File: src/wsmp_pkg.sv
`default_nettype none

package wsmp_pkg;

	// configuration register indexes
	localparam int CFG_IDX_W = 3;
	localparam logic [CFG_IDX_W-1:0] CFG_WSM_ID   = 3'd0;
	localparam logic [CFG_IDX_W-1:0] CFG_CHAN_ID  = 3'd1;
	localparam logic [CFG_IDX_W-1:0] CFG_RATE_ID  = 3'd2;
	localparam logic [CFG_IDX_W-1:0] CFG_POWER_ID = 3'd3;
	localparam logic [CFG_IDX_W-1:0] CFG_MIN_SIZE = 3'd4;
	localparam logic [CFG_IDX_W-1:0] CFG_MAX_SCAN = 3'd5;

	// register reset values
	localparam logic [7:0] RST_WSM_ID   = 8'd128;
	localparam logic [7:0] RST_CHAN_ID  = 8'd15;
	localparam logic [7:0] RST_RATE_ID  = 8'd16;
	localparam logic [7:0] RST_POWER_ID = 8'd4;
	localparam logic [7:0] RST_MIN_SIZE = 8'd16;
	localparam logic [7:0] RST_MAX_SCAN = 8'd20;

	// result status codes
	localparam logic [2:0] ST_OK        = 3'd0;
	localparam logic [2:0] ST_TOO_SHORT = 3'd1;
	localparam logic [2:0] ST_BAD_PSID  = 3'd2;
	localparam logic [2:0] ST_NO_WSM    = 3'd3;
	localparam logic [2:0] ST_TRUNC     = 3'd4;

	// psid prefix masks and patterns
	localparam logic [7:0] PFX4_MASK = 8'hF0;
	localparam logic [7:0] PFX4_VAL  = 8'hE0;
	localparam logic [7:0] PFX3_MASK = 8'hE0;
	localparam logic [7:0] PFX3_VAL  = 8'hC0;
	localparam logic [7:0] PFX2_MASK = 8'hC0;
	localparam logic [7:0] PFX2_VAL  = 8'h80;
	localparam logic [7:0] PFX1_MASK = 8'h80;
	localparam logic [7:0] PFX1_VAL  = 8'h00;

	typedef enum logic [6:0] {
		PH_IDLE = 7'b0000001,
		PH_PSID = 7'b0000010,
		PH_SCAN = 7'b0000100,
		PH_ELEN = 7'b0001000,
		PH_EVAL = 7'b0010000,
		PH_PHI  = 7'b0100000,
		PH_PLO  = 7'b1000000
	} wsmp_phase_t;

	typedef enum logic [1:0] {
		EL_NONE = 2'd0,
		EL_CHAN = 2'd1,
		EL_RATE = 2'd2,
		EL_POW  = 2'd3
	} wsmp_elem_t;

	typedef struct packed {
		logic [7:0] wsm_id;
		logic [7:0] chan_id;
		logic [7:0] rate_id;
		logic [7:0] power_id;
		logic [7:0] min_frame_size;
		logic [7:0] max_scan_offset;
	} wsmp_cfg_t;

	typedef struct packed {
		logic [7:0]  data_byte;
		logic        frame_start;
		logic [15:0] frame_size;
	} wsmp_byte_t;

	typedef struct packed {
		logic [2:0]        status;
		logic [7:0]        header_length;
		logic [7:0]        version;
		logic [2:0]        psid_length;
		logic [31:0]       psid;
		logic [7:0]        channel;
		logic [7:0]        rate;
		logic signed [7:0] tx_power;
		logic [15:0]       payload_length;
	} wsmp_result_t;

	// psid length from the prefix bits of its first byte, zero if invalid
	function automatic logic [2:0] prefix_len(input logic [7:0] b);
		logic [2:0] n;
		if ((b & PFX4_MASK) == PFX4_VAL) n = 3'd4;
		else if ((b & PFX3_MASK) == PFX3_VAL) n = 3'd3;
		else if ((b & PFX2_MASK) == PFX2_VAL) n = 3'd2;
		else if ((b & PFX1_MASK) == PFX1_VAL) n = 3'd1;
		else n = 3'd0;
		return n;
	endfunction

endpackage

`default_nettype wire

File: src/wsmp_if.sv
`default_nettype none


interface wsmp_hdr_if;
	logic              valid;
	logic              ready;
	logic [2:0]        status;
	logic [7:0]        header_length;
	logic [7:0]        version;
	logic [2:0]        psid_length;
	logic [31:0]       psid;
	logic [7:0]        channel;
	logic [7:0]        rate;
	logic signed [7:0] tx_power;
	logic [15:0]       payload_length;

	modport source (output valid, status, header_length, version, psid_length, psid,
		channel, rate, tx_power, payload_length, input ready);
	modport sink (input valid, status, header_length, version, psid_length, psid,
		channel, rate, tx_power, payload_length, output ready);
endinterface


`default_nettype wire

File: src/wsmp_out_buf.sv
`default_nettype none

module wsmp_out_buf import wsmp_pkg::*; (
	input  wire          clk,
	input  wire          arst_n,
	input  wire          push,
	input  wsmp_result_t push_data,
	output logic         full,
	wsmp_hdr_if.source   hdr
);

	logic [1:0]   count_q;
	wsmp_result_t head_q, tail_q;
	logic         pop;

	assign pop  = hdr.valid && hdr.ready;
	assign full = (count_q == 2'd2);

	always_ff @(posedge clk or negedge arst_n) begin
		if (!arst_n) begin
			count_q <= '0;
		end else begin
			count_q <= count_q + {1'b0, push} - {1'b0, pop};
		end
	end

	always_ff @(posedge clk) begin
		if (pop) begin
			if (push && count_q == 2'd1) begin
				head_q <= push_data;
			end else begin
				head_q <= tail_q;
			end
			if (push && count_q == 2'd2) tail_q <= push_data;
		end else if (push) begin
			if (count_q == 2'd0) begin
				head_q <= push_data;
			end else begin
				tail_q <= push_data;
			end
		end
	end

	assign hdr.valid          = (count_q != 2'd0);
	assign hdr.status         = head_q.status;
	assign hdr.header_length  = head_q.header_length;
	assign hdr.version        = head_q.version;
	assign hdr.psid_length    = head_q.psid_length;
	assign hdr.psid           = head_q.psid;
	assign hdr.channel        = head_q.channel;
	assign hdr.rate           = head_q.rate;
	assign hdr.tx_power       = head_q.tx_power;
	assign hdr.payload_length = head_q.payload_length;

endmodule

`default_nettype wire

File: src/flat_wrapper.sv
// flat-port wrapper written by rule: the top's interface ports become plain ports
module wsmp_out_buf_flat import wsmp_pkg::*;
  (clk, arst_n, push, push_data, full, hdr_valid, hdr_status, hdr_header_length, hdr_version, hdr_psid_length, hdr_psid, hdr_channel, hdr_rate, hdr_tx_power, hdr_payload_length, hdr_ready);
  wsmp_hdr_if hdr_i ();
  input  wire clk;
  input  wire arst_n;
  input  wire push;
  input  wsmp_result_t push_data;
  output logic full;
  output wire logic [$bits(hdr_i.valid)-1:0] hdr_valid;
  output wire logic [$bits(hdr_i.status)-1:0] hdr_status;
  output wire logic [$bits(hdr_i.header_length)-1:0] hdr_header_length;
  output wire logic [$bits(hdr_i.version)-1:0] hdr_version;
  output wire logic [$bits(hdr_i.psid_length)-1:0] hdr_psid_length;
  output wire logic [$bits(hdr_i.psid)-1:0] hdr_psid;
  output wire logic [$bits(hdr_i.channel)-1:0] hdr_channel;
  output wire logic [$bits(hdr_i.rate)-1:0] hdr_rate;
  output wire logic [$bits(hdr_i.tx_power)-1:0] hdr_tx_power;
  output wire logic [$bits(hdr_i.payload_length)-1:0] hdr_payload_length;
  input wire logic [$bits(hdr_i.ready)-1:0] hdr_ready;
  assign hdr_valid = hdr_i.valid;
  assign hdr_status = hdr_i.status;
  assign hdr_header_length = hdr_i.header_length;
  assign hdr_version = hdr_i.version;
  assign hdr_psid_length = hdr_i.psid_length;
  assign hdr_psid = hdr_i.psid;
  assign hdr_channel = hdr_i.channel;
  assign hdr_rate = hdr_i.rate;
  assign hdr_tx_power = hdr_i.tx_power;
  assign hdr_payload_length = hdr_i.payload_length;
  assign hdr_i.ready = hdr_ready;
  wsmp_out_buf u_core (.clk(clk), .arst_n(arst_n), .push(push), .push_data(push_data), .full(full), .hdr(hdr_i));
endmodule
File: config.mk
export PLATFORM = sky130hd
export DESIGN_NAME = wsmp_out_buf_flat
export DESIGN_NICKNAME = d
export VERILOG_FILES = /design/src/wsmp_pkg.sv /design/src/wsmp_if.sv /design/src/wsmp_out_buf.sv /design/src/flat_wrapper.sv
export SDC_FILE = /design/constraint.sdc
export NUM_CORES = 1
export LEC_CHECK = 0
export ABC_AREA = 1
export BUFFER_PORTS_ARGS = -buffer_cell sky130_fd_sc_hd__buf_2
export CAP_MARGIN = 10
export CORE_MARGIN = 4
export CORE_UTILIZATION = 45
export DETAILED_ROUTE_END_ITERATION = 12
export PLACE_DENSITY = 0.77
export SLEW_MARGIN = 30
export SYNTH_ARGS = -nofsm -noshare
export SYNTH_HDL_FRONTEND = slang
export SYNTH_SLANG_ARGS = --single-unit
export TNS_END_PERCENT = 20
File: constraint.sdc
create_clock -name clk -period 8 [get_ports clk]
set_clock_uncertainty 0.2 [all_clocks]
set_input_delay 0.4 -clock clk [delete_from_list [all_inputs] [get_ports clk]]
set_output_delay 0.4 -clock clk [all_outputs]
set_load 0.05 [all_outputs]
## Word-level counts from Yosys, hierarchy flattened

Cells that the tools add are included.

- Register bits: 190
- ROM bits: 0
- Bits in writable memories: 0
- Bits in latches: 0
- Input bits: 98
- Memories: 0
- Output and inout port bits: 96
- Word-level logic and storage cells: 42

- Muxes and demuxes: 8
- Equal/unequal tests: 4
- Divide/modulo/power cells: 0
- Add/subtract/negate cells: 2
- Bitwise logic cells: 0
- Multipliers: 0
- Shift operators: 0
- Order comparisons: 0
- Reduce and logical (&&, ||, !) cells: 9

Operator list:

| cell | number |
|---|---|
| 94-bit two-way mux | 8 |
| 2-bit nonzero test | 3 |
| 1-bit logical AND | 3 |
| 3-bit AND reduction | 1 |
| 2-bit by 1-bit adder with 2-bit output | 1 |
| 2-bit by 1-bit equality test with 1-bit output, second input constant | 1 |
| 2-bit equality test, second input constant | 1 |
| 2-bit logical NOT | 1 |
| 2-bit by 1-bit != test with 1-bit output, second input constant | 1 |
| 2-bit != test, second input constant | 1 |
| 2-bit AND reduction | 1 |
| 2-bit by 1-bit subtractor with 2-bit output | 1 |

## Depth between registers and ports, before layout

- Depth after elaboration: 4
- Gate-level depth with buffers: 9
- Depth with buffers taken out: 7

## Worst setup path before layout

No wires, ideal clock.

- Kind: input port to flip-flop
- Start point: input hdr_ready
- End point: register u_core.tail_q[0] (netlist name) (enable)
- Required time: 7.137 ns
- Setup time: 0.663 ns
- Data arrival time: 7.163 ns
- Buffers on the path: 2
- Setup slack: -0.025 ns
- Cell stages on the path: 5
- Cell sequence: buf_2 -> buf_2 -> nand2_1 -> inv_1 -> nor3_1

- Cells in the longest elaborated chain, start to end: 3
- Elaborated cells on any way between the ends: 5
- Classes of those cells: eq/ne (2); reduce/logical (3)

RTL lines:

| item | RTL line | source |
|---|---|---|
| start: declaration | flat_wrapper.sv:20 | `input wire logic [$bits(hdr_i.ready)-1:0] hdr_ready;` |
| 1-bit logical AND * | wsmp_out_buf.sv:16 | `assign pop = hdr.valid && hdr.ready;` |
| 2-bit != test (no line), or another cell as far along | n/a |  |
| 3-bit AND reduction (no line) * | n/a |  |
| end signal: assignment | wsmp_out_buf.sv:34 | `if (push && count_q == 2'd2) tail_q <= push_data;` |
| end signal: assignment | wsmp_out_buf.sv:39 | `tail_q <= push_data;` |
| end: declaration | wsmp_out_buf.sv:13 | `wsmp_result_t head_q, tail_q;` |

Mark *: on every way between the ends. The rest lies on a longest branch, timed or not.
A chain may end at the register's enable or synchronous reset.

## Worst setup path after layout

- Start point: input hdr_ready
- End point: register u_core.head_q (netlist bit u_core.hdr.payload_length[12]) (enable)

- Cells in the longest elaborated chain, start to end: 3
- Elaborated cells on any way between the ends: 4
- Classes of those cells: reduce/logical (4)

RTL lines:

| item | RTL line | source |
|---|---|---|
| 1-bit logical AND * | wsmp_out_buf.sv:16 |  |
| 2-bit nonzero test (no line) | n/a |  |
| 2-bit AND reduction (no line) * | n/a |  |
| end signal: assignment | wsmp_out_buf.sv:30 | `head_q <= push_data;` |
| end signal: assignment | wsmp_out_buf.sv:32 | `head_q <= tail_q;` |
| end signal: assignment | wsmp_out_buf.sv:37 | `head_q <= push_data;` |
| end: declaration | wsmp_out_buf.sv:13 |  |

Marks and branches as above.

==> results.toml <==
[run_status]
status = "completed"

[worst_setup_path]
cp_cell_sequence = "buf_4, buf_16, inv_1, nor2_1, o21bai_4, buf_6"
reg2reg_slack_ps = 5510
rr_endpoint = "u_core.hdr.payload_length[12]"
worst-setup-path-type = "input pin to flip-flop"
path_max_fanout = 72
slowest_stage = "buf_6"
worstPathRequired_ps = 7850
path_buf_inv = 4
r2r_cells = 4
cp-start-kind = "input pin"
cpPeakStageDelay_ps = 580
end_kind = "flip-flop"
arrival_ps = 2360
timing.rr.start = "u_core.count_q[1]"
cp_top_family = "buffers and inverters"

[cts]
cts_max_level = 4
post-cts-setup-buffers = 0
cts_hold_buffers = 95
clk_path_buf_depth = 2
numCtsBuffers = 17
worstSkewPairLatency_ps = 420
clockRootBuffer = "clkbuf_16"
cts_tree = "built"
clk_pin_slew_ps = 70
clock_sinks = 190
ctsResizeCount = 0

[timing]
final-max-slew-violation-count = 0
finalSetupViolCount = 0
fmax_mhz = 397.7
post-route-min-period_ps = 2514
fin_crit_sh = 0.3143
hold_viol_final = 0
rsz0062_at_grt = "no"
finalWorstSetupSlack_ps = 5486
worst_slew_pin_slew_ps = 687.7
fin_setup_tns_ps = 0
relSlewSlack = 0.5415

[floorplan]
core_area_sq_mm = 0.01543
io_pins = 194
dieWidth_microns = 134.4
start_util = 0.4663
fp.dieH_microns = 134.4
placementRows = 45
die-area_sq_mm = 0.01807

[min_path]
min_to = "u_core.count_q[0]"
min_path_cells = 2
min_from = "push"
hp-class = "input pin to flip-flop"

[pwr]
leakagePower_nw = 4.215
powerDensity_mw_per_mm2 = 387.6
ir_drop_uv = 306.7

[global_route]
grt_pass1_vias = 5106
overflow = 0
grt_start_max_net_pins = 95
grt_pass1_wl_microns = 26320
antenna_found_initial = 0
track_usage = 0.1862

[finish]
ff_latch_area_sq_mm = 0.005695
most-common-layout-cells = "nand2_1 (194), buf_2 (192), edfxtp_1 (188)"
drive_above_1_share = 0.2859
multi_input_area_sq_mm = 0.001321
fill_cells = 1124
mostFrequentLayoutCell = "nand2_1"
area_delta_synth_final_pct = 37.76
fin_nets = 908

[drt]
drt-total-wl_microns = 16360
post-route-drc-count = 0
drt_first_pass_iters = 5
wl_per_cell_microns = 15.82
num_vias = 5071
drt_iter0_markers = 350
detail-route-antenna-nets = 0
via_per_inst = 4.904

[placement]
place.gp.congestion = 0.7964
dp_hpwl_microns = 9403
place_worst_setup_slack_ps = 4797
io_buffer_count = 193

[synth]
syn_area_sq_mm = 0.007194
avgSynthCellArea_sq_um = 13.65
synth_cell_types = 18
syn_inst = 527
ys_seq_area_frac = 0.7917
syn-num-nets = 626
yosysWarnings = 0
ys_ff_latch = 190

[flow_run]
drv_cap = 0
==> cell type report <==
type	count	share of cell area
antenna	1	0.0002525
sequential	190	0.5747
clock buffer	17	0.04292
tap	211	0.02664
clock inverter	15	0.01717
inverter	5	0.001894
multi-input combinational	301	0.1333
timing repair buffer	294	0.2031
==> worst reg2reg max path, cell delays in order (launching register included) <==
cell and delay (ps):
dfrtp_1 420, inv_2 150, nand2_2 120, o21bai_4 540, buf_6 590
==> sequential cells by signal, summed over array words and instances, names as in the netlist, 8 cells and up <==
register,count
u_core.hdr.rate,8
u_core.tail_q,94
u_core.hdr.channel,8
u_core.hdr.psid,32
u_core.hdr.version,8
u_core.hdr.tx_power,8
u_core.hdr.header_length,8
u_core.hdr.payload_length,16
==> logic make-up after synthesis <==
| family | synth area share |
|---|---|
| adder cells (fa/ha/maj) | 0.001739 |
| buffers and inverters | 0.03113 |
| AO/OA/AOI/OAI | 0.001739 |
| flip-flops | 0.7917 |
| AND/OR/NAND/NOR | 0.1737 |
==> worst max-delay path by stage <==
stage / from / end / slack (ps) / depth (start not counted)
2_1_floorplan: u_core.count_q[0] / u_core.hdr.channel[0] / 2120 / 3
3_3_place_gp: hdr_ready / u_core.hdr.version[0] / 4660 / 5
3_5_place_dp: hdr_ready / u_core.hdr.version[0] / 4800 / 6
4_1_cts: hdr_ready / u_core.hdr.version[2] / 5230 / 6
5_1_grt: hdr_ready / u_core.hdr.payload_length[11] / 5280 / 6
6_report: hdr_ready / u_core.hdr.payload_length[12] / 5490 / 6
==> synth_stat cells <==
cell | n | area share
nand2_1 | 195 | 0.10
o21bai_1 | 1 | 0.0010
buf_4 | 7 | 0.0073
inv_2 | 2 | 0.0010
ha_1 | 1 | 0.0017
dfrtp_1 | 2 | 0.0070
nand3_2 | 1 | 0.0014
nand2_2 | 1 | 0.00087
buf_6 | 7 | 0.011
o21ai_0 | 1 | 0.00069
nand3_1 | 94 | 0.065
edfxtp_1 | 188 | 0.78
clkbuf_1 | 9 | 0.0047
nand3b_1 | 1 | 0.0010
nor3_1 | 1 | 0.00069
nor2_1 | 5 | 0.0026
buf_2 | 8 | 0.0056
inv_1 | 3 | 0.0016
==> power breakdown <==
| part | switching [mW] | internal (mW) | leakage (nW) |
|---|---|---|---|
| logic | 1.12 | 0.279 | 2.10 |
| registers | 0.0879 | 1.50 | 1.82 |
| clock network | 0.356 | 0.490 | 0.286 |
==> stage by stage <==
step | utilization | area [sq um] | cells | hold WS [ps] | power, mW
2_1_floorplan | - | 7199 | 527 | -95.59 | 2.699
3_3_place_gp | 0.5368 | 8282 | 903 | -8.991 | 2.949
3_5_place_dp | 0.5412 | 8349 | 906 | -8.743 | 2.978
4_1_cts | 0.6414 | 9896 | 1033 | 34.20 | 3.862
5_1_grt | 0.6423 | 9908 | 1033 | 48.72 | 4.023
6_report | 0.6424 | 9911 | 1034 | 67.42 | 3.841
==> per-layer routing <==
layer | up-vias | share of wire | GRT usage
li1 | 2427 | - | -
met2 | 224 | 0.50 | 0.3061
met3 | 40 | 0.078 | 0.05401
met1 | 2380 | 0.40 | 0.2337
met5 | - | 0 | 0
met4 | 0 | 0.023 | 0.07410
Note: power is estimated with default switching activity, not from simulation.
