[src/wsmp_pkg.sv]
`default_nettype none

package wsmp_pkg;

	// configuration register indexes
	localparam int CFG_IDX_W = 3;
	localparam logic [CFG_IDX_W-1:0] CFG_WSM_ID   = 3'd0;
	localparam logic [CFG_IDX_W-1:0] CFG_CHAN_ID  = 3'd1;
	localparam logic [CFG_IDX_W-1:0] CFG_RATE_ID  = 3'd2;
	localparam logic [CFG_IDX_W-1:0] CFG_POWER_ID = 3'd3;
	localparam logic [CFG_IDX_W-1:0] CFG_MIN_SIZE = 3'd4;
	localparam logic [CFG_IDX_W-1:0] CFG_MAX_SCAN = 3'd5;

	// register reset values
	localparam logic [7:0] RST_WSM_ID   = 8'd128;
	localparam logic [7:0] RST_CHAN_ID  = 8'd15;
	localparam logic [7:0] RST_RATE_ID  = 8'd16;
	localparam logic [7:0] RST_POWER_ID = 8'd4;
	localparam logic [7:0] RST_MIN_SIZE = 8'd16;
	localparam logic [7:0] RST_MAX_SCAN = 8'd20;

	// result status codes
	localparam logic [2:0] ST_OK        = 3'd0;
	localparam logic [2:0] ST_TOO_SHORT = 3'd1;
	localparam logic [2:0] ST_BAD_PSID  = 3'd2;
	localparam logic [2:0] ST_NO_WSM    = 3'd3;
	localparam logic [2:0] ST_TRUNC     = 3'd4;

	// psid prefix masks and patterns
	localparam logic [7:0] PFX4_MASK = 8'hF0;
	localparam logic [7:0] PFX4_VAL  = 8'hE0;
	localparam logic [7:0] PFX3_MASK = 8'hE0;
	localparam logic [7:0] PFX3_VAL  = 8'hC0;
	localparam logic [7:0] PFX2_MASK = 8'hC0;
	localparam logic [7:0] PFX2_VAL  = 8'h80;
	localparam logic [7:0] PFX1_MASK = 8'h80;
	localparam logic [7:0] PFX1_VAL  = 8'h00;

	typedef enum logic [6:0] {
		PH_IDLE = 7'b0000001,
		PH_PSID = 7'b0000010,
		PH_SCAN = 7'b0000100,
		PH_ELEN = 7'b0001000,
		PH_EVAL = 7'b0010000,
		PH_PHI  = 7'b0100000,
		PH_PLO  = 7'b1000000
	} wsmp_phase_t;

	typedef enum logic [1:0] {
		EL_NONE = 2'd0,
		EL_CHAN = 2'd1,
		EL_RATE = 2'd2,
		EL_POW  = 2'd3
	} wsmp_elem_t;

	typedef struct packed {
		logic [7:0] wsm_id;
		logic [7:0] chan_id;
		logic [7:0] rate_id;
		logic [7:0] power_id;
		logic [7:0] min_frame_size;
		logic [7:0] max_scan_offset;
	} wsmp_cfg_t;

	typedef struct packed {
		logic [7:0]  data_byte;
		logic        frame_start;
		logic [15:0] frame_size;
	} wsmp_byte_t;

	typedef struct packed {
		logic [2:0]        status;
		logic [7:0]        header_length;
		logic [7:0]        version;
		logic [2:0]        psid_length;
		logic [31:0]       psid;
		logic [7:0]        channel;
		logic [7:0]        rate;
		logic signed [7:0] tx_power;
		logic [15:0]       payload_length;
	} wsmp_result_t;

	// psid length from the prefix bits of its first byte, zero if invalid
	function automatic logic [2:0] prefix_len(input logic [7:0] b);
		logic [2:0] n;
		if ((b & PFX4_MASK) == PFX4_VAL) n = 3'd4;
		else if ((b & PFX3_MASK) == PFX3_VAL) n = 3'd3;
		else if ((b & PFX2_MASK) == PFX2_VAL) n = 3'd2;
		else if ((b & PFX1_MASK) == PFX1_VAL) n = 3'd1;
		else n = 3'd0;
		return n;
	endfunction

endpackage

`default_nettype wire

[src/wsmp_frame_fsm.sv]
`default_nettype none

module wsmp_frame_fsm import wsmp_pkg::*; #(
	parameter int MAX_PSID_BYTES = 4
) (
	input  wire          clk,
	input  wire          arst_n,
	input  wsmp_cfg_t    cfg,
	input  wire          step,
	input  wsmp_byte_t   item,
	output logic         res_valid,
	output wsmp_result_t res
);

	wsmp_phase_t phase_q, phase_d;
	wsmp_elem_t  pend_q, pend_d;
	logic [7:0]  offset_q, offset_d;
	logic [15:0] size_q, size_d;
	logic [2:0]  left_q, left_d;
	logic [2:0]  len_q, len_d;
	logic [31:0] acc_q, acc_d;
	logic [7:0]  version_q, version_d;
	logic [7:0]  chan_q, chan_d;
	logic [7:0]  rate_q, rate_d;
	logic [7:0]  power_q, power_d;
	logic [7:0]  lhigh_q, lhigh_d;

	logic [8:0]  off_inc;
	logic        trunc, limit, go_adv, go_scan, emit;
	logic [2:0]  st, n;
	logic [7:0]  hlen, b;
	logic [15:0] plen;

	assign b       = item.data_byte;
	assign off_inc = {1'b0, offset_q} + 9'd1;
	// no next byte in the frame, or next byte offset past 255
	assign trunc   = ({7'd0, off_inc} >= size_q) || off_inc[8];
	assign limit   = ({7'd0, off_inc} >= size_q) || (off_inc > {1'b0, cfg.max_scan_offset});

	always_comb begin
		phase_d   = phase_q;
		pend_d    = pend_q;
		offset_d  = offset_q;
		size_d    = size_q;
		left_d    = left_q;
		len_d     = len_q;
		acc_d     = acc_q;
		version_d = version_q;
		chan_d    = chan_q;
		rate_d    = rate_q;
		power_d   = power_q;
		lhigh_d   = lhigh_q;
		emit      = 1'b0;
		st        = ST_OK;
		hlen      = '0;
		plen      = '0;
		go_adv    = 1'b0;
		go_scan   = 1'b0;
		n         = prefix_len(b);
		if (step) begin
			if (item.frame_start) begin
				phase_d   = PH_IDLE;
				pend_d    = EL_NONE;
				offset_d  = '0;
				left_d    = '0;
				len_d     = '0;
				acc_d     = '0;
				version_d = '0;
				chan_d    = '0;
				rate_d    = '0;
				power_d   = '0;
				lhigh_d   = '0;
				size_d    = item.frame_size;
				if (item.frame_size < {8'd0, cfg.min_frame_size}) begin
					emit = 1'b1;
					st   = ST_TOO_SHORT;
				end else if (item.frame_size == '0) begin
					emit = 1'b1;
					st   = ST_TRUNC;
				end else begin
					version_d = b;
					phase_d   = PH_PSID;
					if (item.frame_size <= 16'd1) begin
						emit = 1'b1;
						st   = ST_TRUNC;
					end else begin
						offset_d = 8'd1;
					end
				end
			end else begin
				unique case (phase_q)
					PH_PSID: begin
						if (len_q == '0) begin
							if (n == '0 || int'(n) > MAX_PSID_BYTES) begin
								emit = 1'b1;
								st   = ST_BAD_PSID;
							end else begin
								len_d  = n;
								left_d = n - 3'd1;
								acc_d  = {24'd0, b};
							end
						end else begin
							acc_d  = {acc_q[23:0], b};
							left_d = left_q - 3'd1;
						end
						if (!emit) begin
							if (left_d == '0) phase_d = PH_SCAN;
							go_adv = 1'b1;
						end
					end
					PH_SCAN: begin
						// wsm id wins over channel, channel over rate, rate over power
						priority if (b == cfg.wsm_id) begin
							phase_d = PH_PHI;
							go_adv  = 1'b1;
						end else if (b == cfg.chan_id) begin
							pend_d  = EL_CHAN;
							phase_d = PH_ELEN;
							go_adv  = 1'b1;
						end else if (b == cfg.rate_id) begin
							pend_d  = EL_RATE;
							phase_d = PH_ELEN;
							go_adv  = 1'b1;
						end else if (b == cfg.power_id) begin
							pend_d  = EL_POW;
							phase_d = PH_ELEN;
							go_adv  = 1'b1;
						end else begin
							go_scan = 1'b1;
						end
					end
					PH_ELEN: begin
						phase_d = PH_EVAL;
						go_adv  = 1'b1;
					end
					PH_EVAL: begin
						unique case (pend_q)
							EL_CHAN: chan_d  = b;
							EL_RATE: rate_d  = b;
							EL_POW:  power_d = b;
							default: ;
						endcase
						pend_d  = EL_NONE;
						go_scan = 1'b1;
					end
					PH_PHI: begin
						lhigh_d = b;
						if (({7'd0, off_inc} >= size_q) || (off_inc >= 9'd255)) begin
							emit = 1'b1;
							st   = ST_TRUNC;
						end else begin
							phase_d  = PH_PLO;
							offset_d = off_inc[7:0];
						end
					end
					PH_PLO: begin
						emit = 1'b1;
						st   = ST_OK;
						hlen = off_inc[7:0];
						plen = {lhigh_q, b};
					end
					default: ;
				endcase
				if (go_scan) begin
					if (limit) begin
						emit = 1'b1;
						st   = ST_NO_WSM;
					end else begin
						phase_d = PH_SCAN;
						go_adv  = 1'b1;
					end
				end
				if (go_adv) begin
					if (trunc) begin
						emit = 1'b1;
						st   = ST_TRUNC;
					end else begin
						offset_d = off_inc[7:0];
					end
				end
			end
			if (emit) phase_d = PH_IDLE;
		end
	end

	assign res_valid          = step && emit;
	assign res.status         = st;
	assign res.header_length  = hlen;
	assign res.version        = version_d;
	assign res.psid_length    = len_d;
	assign res.psid           = acc_d;
	assign res.channel        = chan_d;
	assign res.rate           = rate_d;
	assign res.tx_power       = $signed(power_d);
	assign res.payload_length = plen;

	always_ff @(posedge clk or negedge arst_n) begin
		if (!arst_n) begin
			phase_q   <= PH_IDLE;
			pend_q    <= EL_NONE;
			offset_q  <= '0;
			size_q    <= '0;
			left_q    <= '0;
			len_q     <= '0;
			acc_q     <= '0;
			version_q <= '0;
			chan_q    <= '0;
			rate_q    <= '0;
			power_q   <= '0;
			lhigh_q   <= '0;
		end else begin
			phase_q   <= phase_d;
			pend_q    <= pend_d;
			offset_q  <= offset_d;
			size_q    <= size_d;
			left_q    <= left_d;
			len_q     <= len_d;
			acc_q     <= acc_d;
			version_q <= version_d;
			chan_q    <= chan_d;
			rate_q    <= rate_d;
			power_q   <= power_d;
			lhigh_q   <= lhigh_d;
		end
	end

endmodule

`default_nettype wire

[config.mk]
export PLATFORM = sky130hd
export DESIGN_NAME = wsmp_frame_fsm
export DESIGN_NICKNAME = d
export VERILOG_FILES = /design/src/wsmp_pkg.sv /design/src/wsmp_frame_fsm.sv
export SDC_FILE = /design/constraint.sdc
export NUM_CORES = 1
export LEC_CHECK = 0
export ABC_AREA = 0
export BUFFER_PORTS_ARGS = -buffer_cell sky130_fd_sc_hd__buf_2
export CORE_AREA = 2 2 153 155
export CTS_CLUSTER_DIAMETER = 60
export CTS_CLUSTER_SIZE = 10
export DETAILED_ROUTE_END_ITERATION = 12
export DIE_AREA = 0 0 155 157
export PLACE_DENSITY = 0.58
export REMOVE_ABC_BUFFERS = 1
export SLEW_MARGIN = 30
export SYNTH_ARGS = -nofsm -noshare
export SYNTH_HDL_FRONTEND = slang
export SYNTH_SLANG_ARGS = --single-unit
export TNS_END_PERCENT = 50
[constraint.sdc]
create_clock -name clk -period 8.3 [get_ports clk]
set_input_delay 1.66 -clock clk [delete_from_list [all_inputs] [get_ports clk]]
set_output_delay 1.66 -clock clk [all_outputs]
set_load 0.02 [all_outputs]
After elaboration in Yosys (flattened, before gate mapping). Index checks and enable logic that the tools add are counted.

Reduce and logical (&&, ||, !) cells: 17. Equality and inequality tests: 18. Order comparisons: 6. Mux-type cells: 120. $add $sub $neg: 3.

Operators by type and width (count): $mux W8 (26); $mux W32 (5); $mux W7 (11); $mux W3 (24); $mux W16 (3); $mux W1 (35); $eq A8 B8 Y1 (4); $pmux W7 S4 (1); $mux W2 (10); $ge A9 B16 Y1 (1); $le A16 B1 Y1 const B (1); $logic_not A16 Y1 (1); $lt A16 B8 Y1 (1); $add A8 B1 Y9 const B (1); $ge A9 B8 Y1 const B (1); $gt A9 B8 Y1 (1); $logic_not A3 Y1 (3); $logic_not A8 Y1 (1); $eq A7 B2 Y1 const B (1); $eq A7 B3 Y1 const B (1); $eq A7 B4 Y1 const B (1); $eq A7 B5 Y1 const B (1); $eq A7 B6 Y1 const B (1); $eq A7 B7 Y1 const B (1); other kinds (18) (28).

Output and inout bits: 95. Register bits after elaboration: 111. Word-level logic and storage cells: 176. Input bits: 76.

Longest topological paths before layout.
Depth after elaboration: 23. Gate-level depth with buffers: 14. Gate-level depth less buffers: 13.

Worst setup path after synthesis. No wires, ideal clock.

Kind: input port to output port. From: input item[24] in the netlist's numbering. To: output res_valid. Stages: 13. Required time: 6.640 ns. Arrival: 3.989 ns. Slack: 2.651 ns. Path buffers: 3. Cell sequence: clkbuf_1 buf_2 o21ai_0 inv_1 ha_1 clkbuf_1 xor2_1 o21ai_2 nand2_1 a21oi_1 o21ai_1 nor3_1 nor3_1.

Longest elaborated chain between the ends: 23. Elaborated cells on any way between the ends: 46. Those cells by class: 1 x order compare; 7 x eq/ne; 34 x mux; 4 x reduce/logical.

RTL lines: from (decl) (line wsmp_frame_fsm.sv:10) `input wsmp_byte_t item,`; $logic_not A8 Y1 (line wsmp_pkg.sv:89) `else if ((b & PFX1_MASK) == PFX1_VAL) n = 3'd1;`; $mux W1 (line wsmp_pkg.sv:89); $mux W2 (line wsmp_pkg.sv:88) `else if ((b & PFX2_MASK) == PFX2_VAL) n = 3'd2;`; $mux W3 (line wsmp_pkg.sv:87) `else if ((b & PFX3_MASK) == PFX3_VAL) n = 3'd3;`; $mux W3 (line wsmp_pkg.sv:86) `if ((b & PFX4_MASK) == PFX4_VAL) n = 3'd4;`; $gt A3 B3 Y1 or $logic_not A3 Y1 (tied branches) (line wsmp_frame_fsm.sv:94) `if (n == '0 || int'(n) > MAX_PSID_BYTES) begin`; $logic_or A1 B1 Y1 (line wsmp_frame_fsm.sv:94); $mux W1 (line wsmp_frame_fsm.sv:94); (+6 left out); $mux W1 (line wsmp_frame_fsm.sv:165) `if (limit) begin`; $mux W1 (line wsmp_frame_fsm.sv:164) `if (go_scan) begin`; $mux W1 (line wsmp_frame_fsm.sv:61) `if (item.frame_start) begin`; $mux W1 (line wsmp_frame_fsm.sv:60) `if (step) begin`; $mux W1 * (line wsmp_frame_fsm.sv:173) `if (go_adv) begin`; $mux W1 * (line wsmp_frame_fsm.sv:61); $mux W1 * (2 in a row) (line wsmp_frame_fsm.sv:60); $logic_and A1 B1 Y1 * (line wsmp_frame_fsm.sv:186) `assign res_valid = step && emit;`; to (decl) (line wsmp_frame_fsm.sv:11) `output logic res_valid,`.

Mark *: on every way between the ends. The rest lies on a longest branch, timed or not. The select of a mux whose other input is x is not followed.

==> run_results.csv <==
group,metric,value,unit
status,status,"finished, final reports clean",
clocking,hold_buffers,0,
route,drc,0,
timing,hold_viol,0,
worst_setup_path,critPathMaxFanout,33,
layout,stdcell_count,1141,
die,coreArea,22500,sq um
pwr,p_int,1.04,mW
worst_setup_path,r2r_setup_slack,4350,ps
timing,fin_crit_sh,78.0,%
worst_setup_path,reg2reg_depth,12,
logic_synthesis,synth_warnings,0,
die,ios,171,
timing,skew,9.90,ps
timing,setup-tns-final,0,ps
global_routing,antenna_found_initial,0,
pwr,power_frac_comb,30.4,%
global_routing,grt_pass1_vias,5833,
pwr,p_per_area,201,nW/um^2
clocking,post-cts-setup-buffer-count,0,
clocking,clk_path_buf_depth,2,
die,die_h,157,microns
die,num_rows,55,
layout,fin_area,8100,sq um
logic_synthesis,ys.flop_type,"dfrtp_1",
layout,fillers,2308,
worst_setup_path,path_cells,"buf_2, inv_1, o21ai_0, inv_1, ha_1, xor2_1, o21ai_2, buf_4, nor2_1, a22oi_1, o2bb2ai_1, buf_2",
worst_setup_path,max_stage_delay,560,ps
clocking,cts_max_level,3,
logic_synthesis,synth.distinct_cells,71,
logic_synthesis,synth-edff-count,0,
route,drt-initial-drc-count,398,
pwr,swShare,36.3,%
placement,dp.cells,1125,
timing,fin_ws,1830,ps
timing,tightest_slew,965,ps
timing,fmax,0.154,GHz
hold_path,min_to,"size_q[9]$_DFFE_PN0P_",
die,start_util,29.6,%
worst_setup_path,critPathKind,"in -> out",
global_routing,grt_pass1_wl,32800,microns
worst_setup_path,critPathSlowestCell,"nor2_1",
route,vias,6072,
worst_setup_path,end_kind,"primary output",
clocking,numCtsBuffers,9,
pwr,power_switching,0.590,mW
placement,dp_hpwl,15200,microns
worst_setup_path,r2r_start,"offset_q[2]$_DFFE_PN0P_",
pwr,total_power,1.63,mW
logic_synthesis,synth.avg_cell_area,9.46,sq um
logic_synthesis,async_flop_share,100,%
hold_path,hold_path_depth,2,
logic_synthesis,synth_cells,704,
worst_setup_path,arrival,4810,ps
logic_synthesis,mappedNetlistArea,6660,sq um
route,wl_per_cell,18.5,microns
clocking,path_clk_slew,80,ps
die,die-area,24300,sq um
die,dieWidth,155,microns
logic_synthesis,ys_seq_elements,111,
timing,maxSlewViolCount,0,
route,totalWireLength,21100,microns
clocking,numClockSinks,111,
logic_synthesis,yosysSeqAreaShare,41.7,%
pwr,irDropWorstVdd,119,uV
logic_synthesis,yosys.area.top_type,"dfrtp_1",
layout,drive_above_1_share,25.6,%
pwr,p_seq_share,40.8,%
clocking,worstSkewPairLatency,350,ps
global_routing,grt_overflow_total,0,
placement,port-buffer-count,170,
worst_setup_path,rr_endpoint,"phase_q[1]$_DFFE_PN0P_",
global_routing,grt_max_degree,76,
logic_synthesis,synth_area_leaders,"dfrtp_1, o2bb2ai_1, ha_1, xor2_1, a22oi_1",
run,drv_cap,0,
layout,syn2layout_area_growth,21.5,%
placement,place_ws,1860,ps
clocking,post_cts_resize_count,0,
placement,gp_congestion,0.879,
clocking,cts_root_buf,"clkbuf_16",
route,drtPass1Iterations,4,
timing,relSlewSlack,35.1,%
layout,nNetsFinal,956,
route,antenna_left,0,
route,viasPerCell,5.32,
pwr,leakage,3.97,nW
hold_path,hold_path.class,"reg -> reg",
timing,min_period,6470,ps
hold_path,min-delay-start,"size_q[9]$_DFFE_PN0P_",
timing,setup_viol,0,
layout,num_antenna_cells,0,
worst_setup_path,cp-start-kind,"input pin",
worst_setup_path,cp.required,6640,ps
clocking,cts_tree,"built",
pwr,power.share.clock,28.7,%
timing,grt_setup_unrepaired,"no",
global_routing,track_usage,17.3,%
logic_synthesis,synth_top_area_share,41.3,%
placement,place_area,7770,sq um
## layer usage
layer / track usage, % / vias to the layer above / routed length [microns]
met1: 23.4 / 2971 / 9660
met5: 0 / - / 0
met2: 27.7 / 190 / 9850
li1: - / 2895 / -
met3: 3.91 / 16 / 1280
met4: 4.85 / 0 / 318
## worst max-delay path, delay by kind of cell
family,cells,cell delay (ps)
adders and majority gates,1,300
buffers and inverters,5,1060
AOI/OAI and AO/OA,4,870
xor gates and xnor gates,1,340
and+or+nand+nor,1,560
## worst max-delay path by stage
stage / cells past startpoint / startpoint / slack (ps) / to
floorplan: 4 / step / 2050 / res[16]
global placement: 12 / item[23] / 1980 / res[46]
detailed placement: 12 / item[23] / 1860 / res[46]
CTS: 12 / item[23] / 1840 / res[46]
global route: 12 / item[23] / 1550 / res[46]
finish: 12 / item[23] / 1830 / res[46]
## kinds of logic (layout without fill, tap and decap cells)
family / count (synthesis) / in the layout / share of synthesized area [%]
muxes: 10 / 10 / 1.50
adders and majority gates: 29 / 29 / 5.45
AOI/OAI and AO/OA: 203 / 203 / 23.3
buffers and inverters: 85 / 237 / 4.98
DFF: 111 / 111 / 41.7
and+or+nand+nor: 225 / 225 / 17.7
xor gates and xnor gates: 41 / 41 / 5.39
## area by class of cell
| type | count | area (sq um) | area share (%) |
|---|---|---|---|
| Multi-Input combinational cell | 508 | 3570 | 44.1 |
| Sequential cell | 111 | 2780 | 34.3 |
| Timing Repair Buffer | 178 | 913 | 11.3 |
| Tap cell | 285 | 357 | 4.40 |
| Clock buffer | 10 | 239 | 2.95 |
| Inverter | 43 | 161 | 1.99 |
| Clock inverter | 6 | 75.1 | 0.927 |
## registers in the layout, summed over array words and instances (netlist names), 7 cells and up
name and flops:
acc_q 32, lhigh_q 8, rate_q 8, chan_q 8
offset_q 8, version_q 8, phase_q 7, power_q 8
size_q 16
## cell usage in the layout, fill, tap and decap left out, types with 3 or more instances in the layout
cell type  instances
and2_1             6
and3_1            18
xnor2_1            5
nor3b_1            5
o31ai_1            5
dfrtp_1          110
nor2b_1           10
a22oi_1           40
o22ai_1            3
inv_1             41
a22o_1             4
o221ai_1           3
nor3_1             8
o21a_1             3
nand2_1           75
ha_1              29
clkbuf_16          9
mux2i_1           10
buf_2            169
o21ai_0           28
or4_1              4
or3_1              4
nand4_1           12
a211oi_1           4
a21oi_1           13
o22a_1            17
buf_4              9
o2bb2ai_1         48
nand3_1            9
nor4_1            12
a31oi_1            7
nor2_1            41
xor2_1            36
## cells in the mapped netlist, types with 5 or more instances
| cell | instances |
|---|---|
| a22oi_1 | 40 |
| nand3_1 | 9 |
| mux2i_1 | 10 |
| o2bb2ai_1 | 48 |
| nand4_1 | 12 |
| inv_1 | 41 |
| xor2_1 | 36 |
| nor4_1 | 13 |
| and3_1 | 18 |
| a21oi_1 | 13 |
| o31ai_1 | 5 |
| o22a_1 | 17 |
| a31oi_1 | 7 |
| nor3b_1 | 5 |
| and2_1 | 6 |
| ha_1 | 29 |
| nor2_1 | 43 |
| nor3_1 | 9 |
| nand2_1 | 75 |
| xnor2_1 | 5 |
| clkbuf_1 | 35 |
| dfrtp_1 | 110 |
| nor2b_1 | 10 |
| o21ai_0 | 28 |
## through the flow
stage	hold WS (ps)	utilization, %
floorplan	437	-
global placement	456	34.5
detailed placement	455	34.5
CTS	477	35.9
global route	506	36.0
finish	475	36.0
## power by group through the flow
stage / sequential (mW) / clock [mW] / combinational [mW]
after floorplan: 0.656 / 0 / 0.328
after global placement: 0.673 / 0 / 0.489
after detailed placement: 0.673 / 0 / 0.493
after CTS: 0.663 / 0.480 / 0.495
after global routing: 0.674 / 0.498 / 0.554
final: 0.664 / 0.467 / 0.495
(Power assumes the default switching activity.)
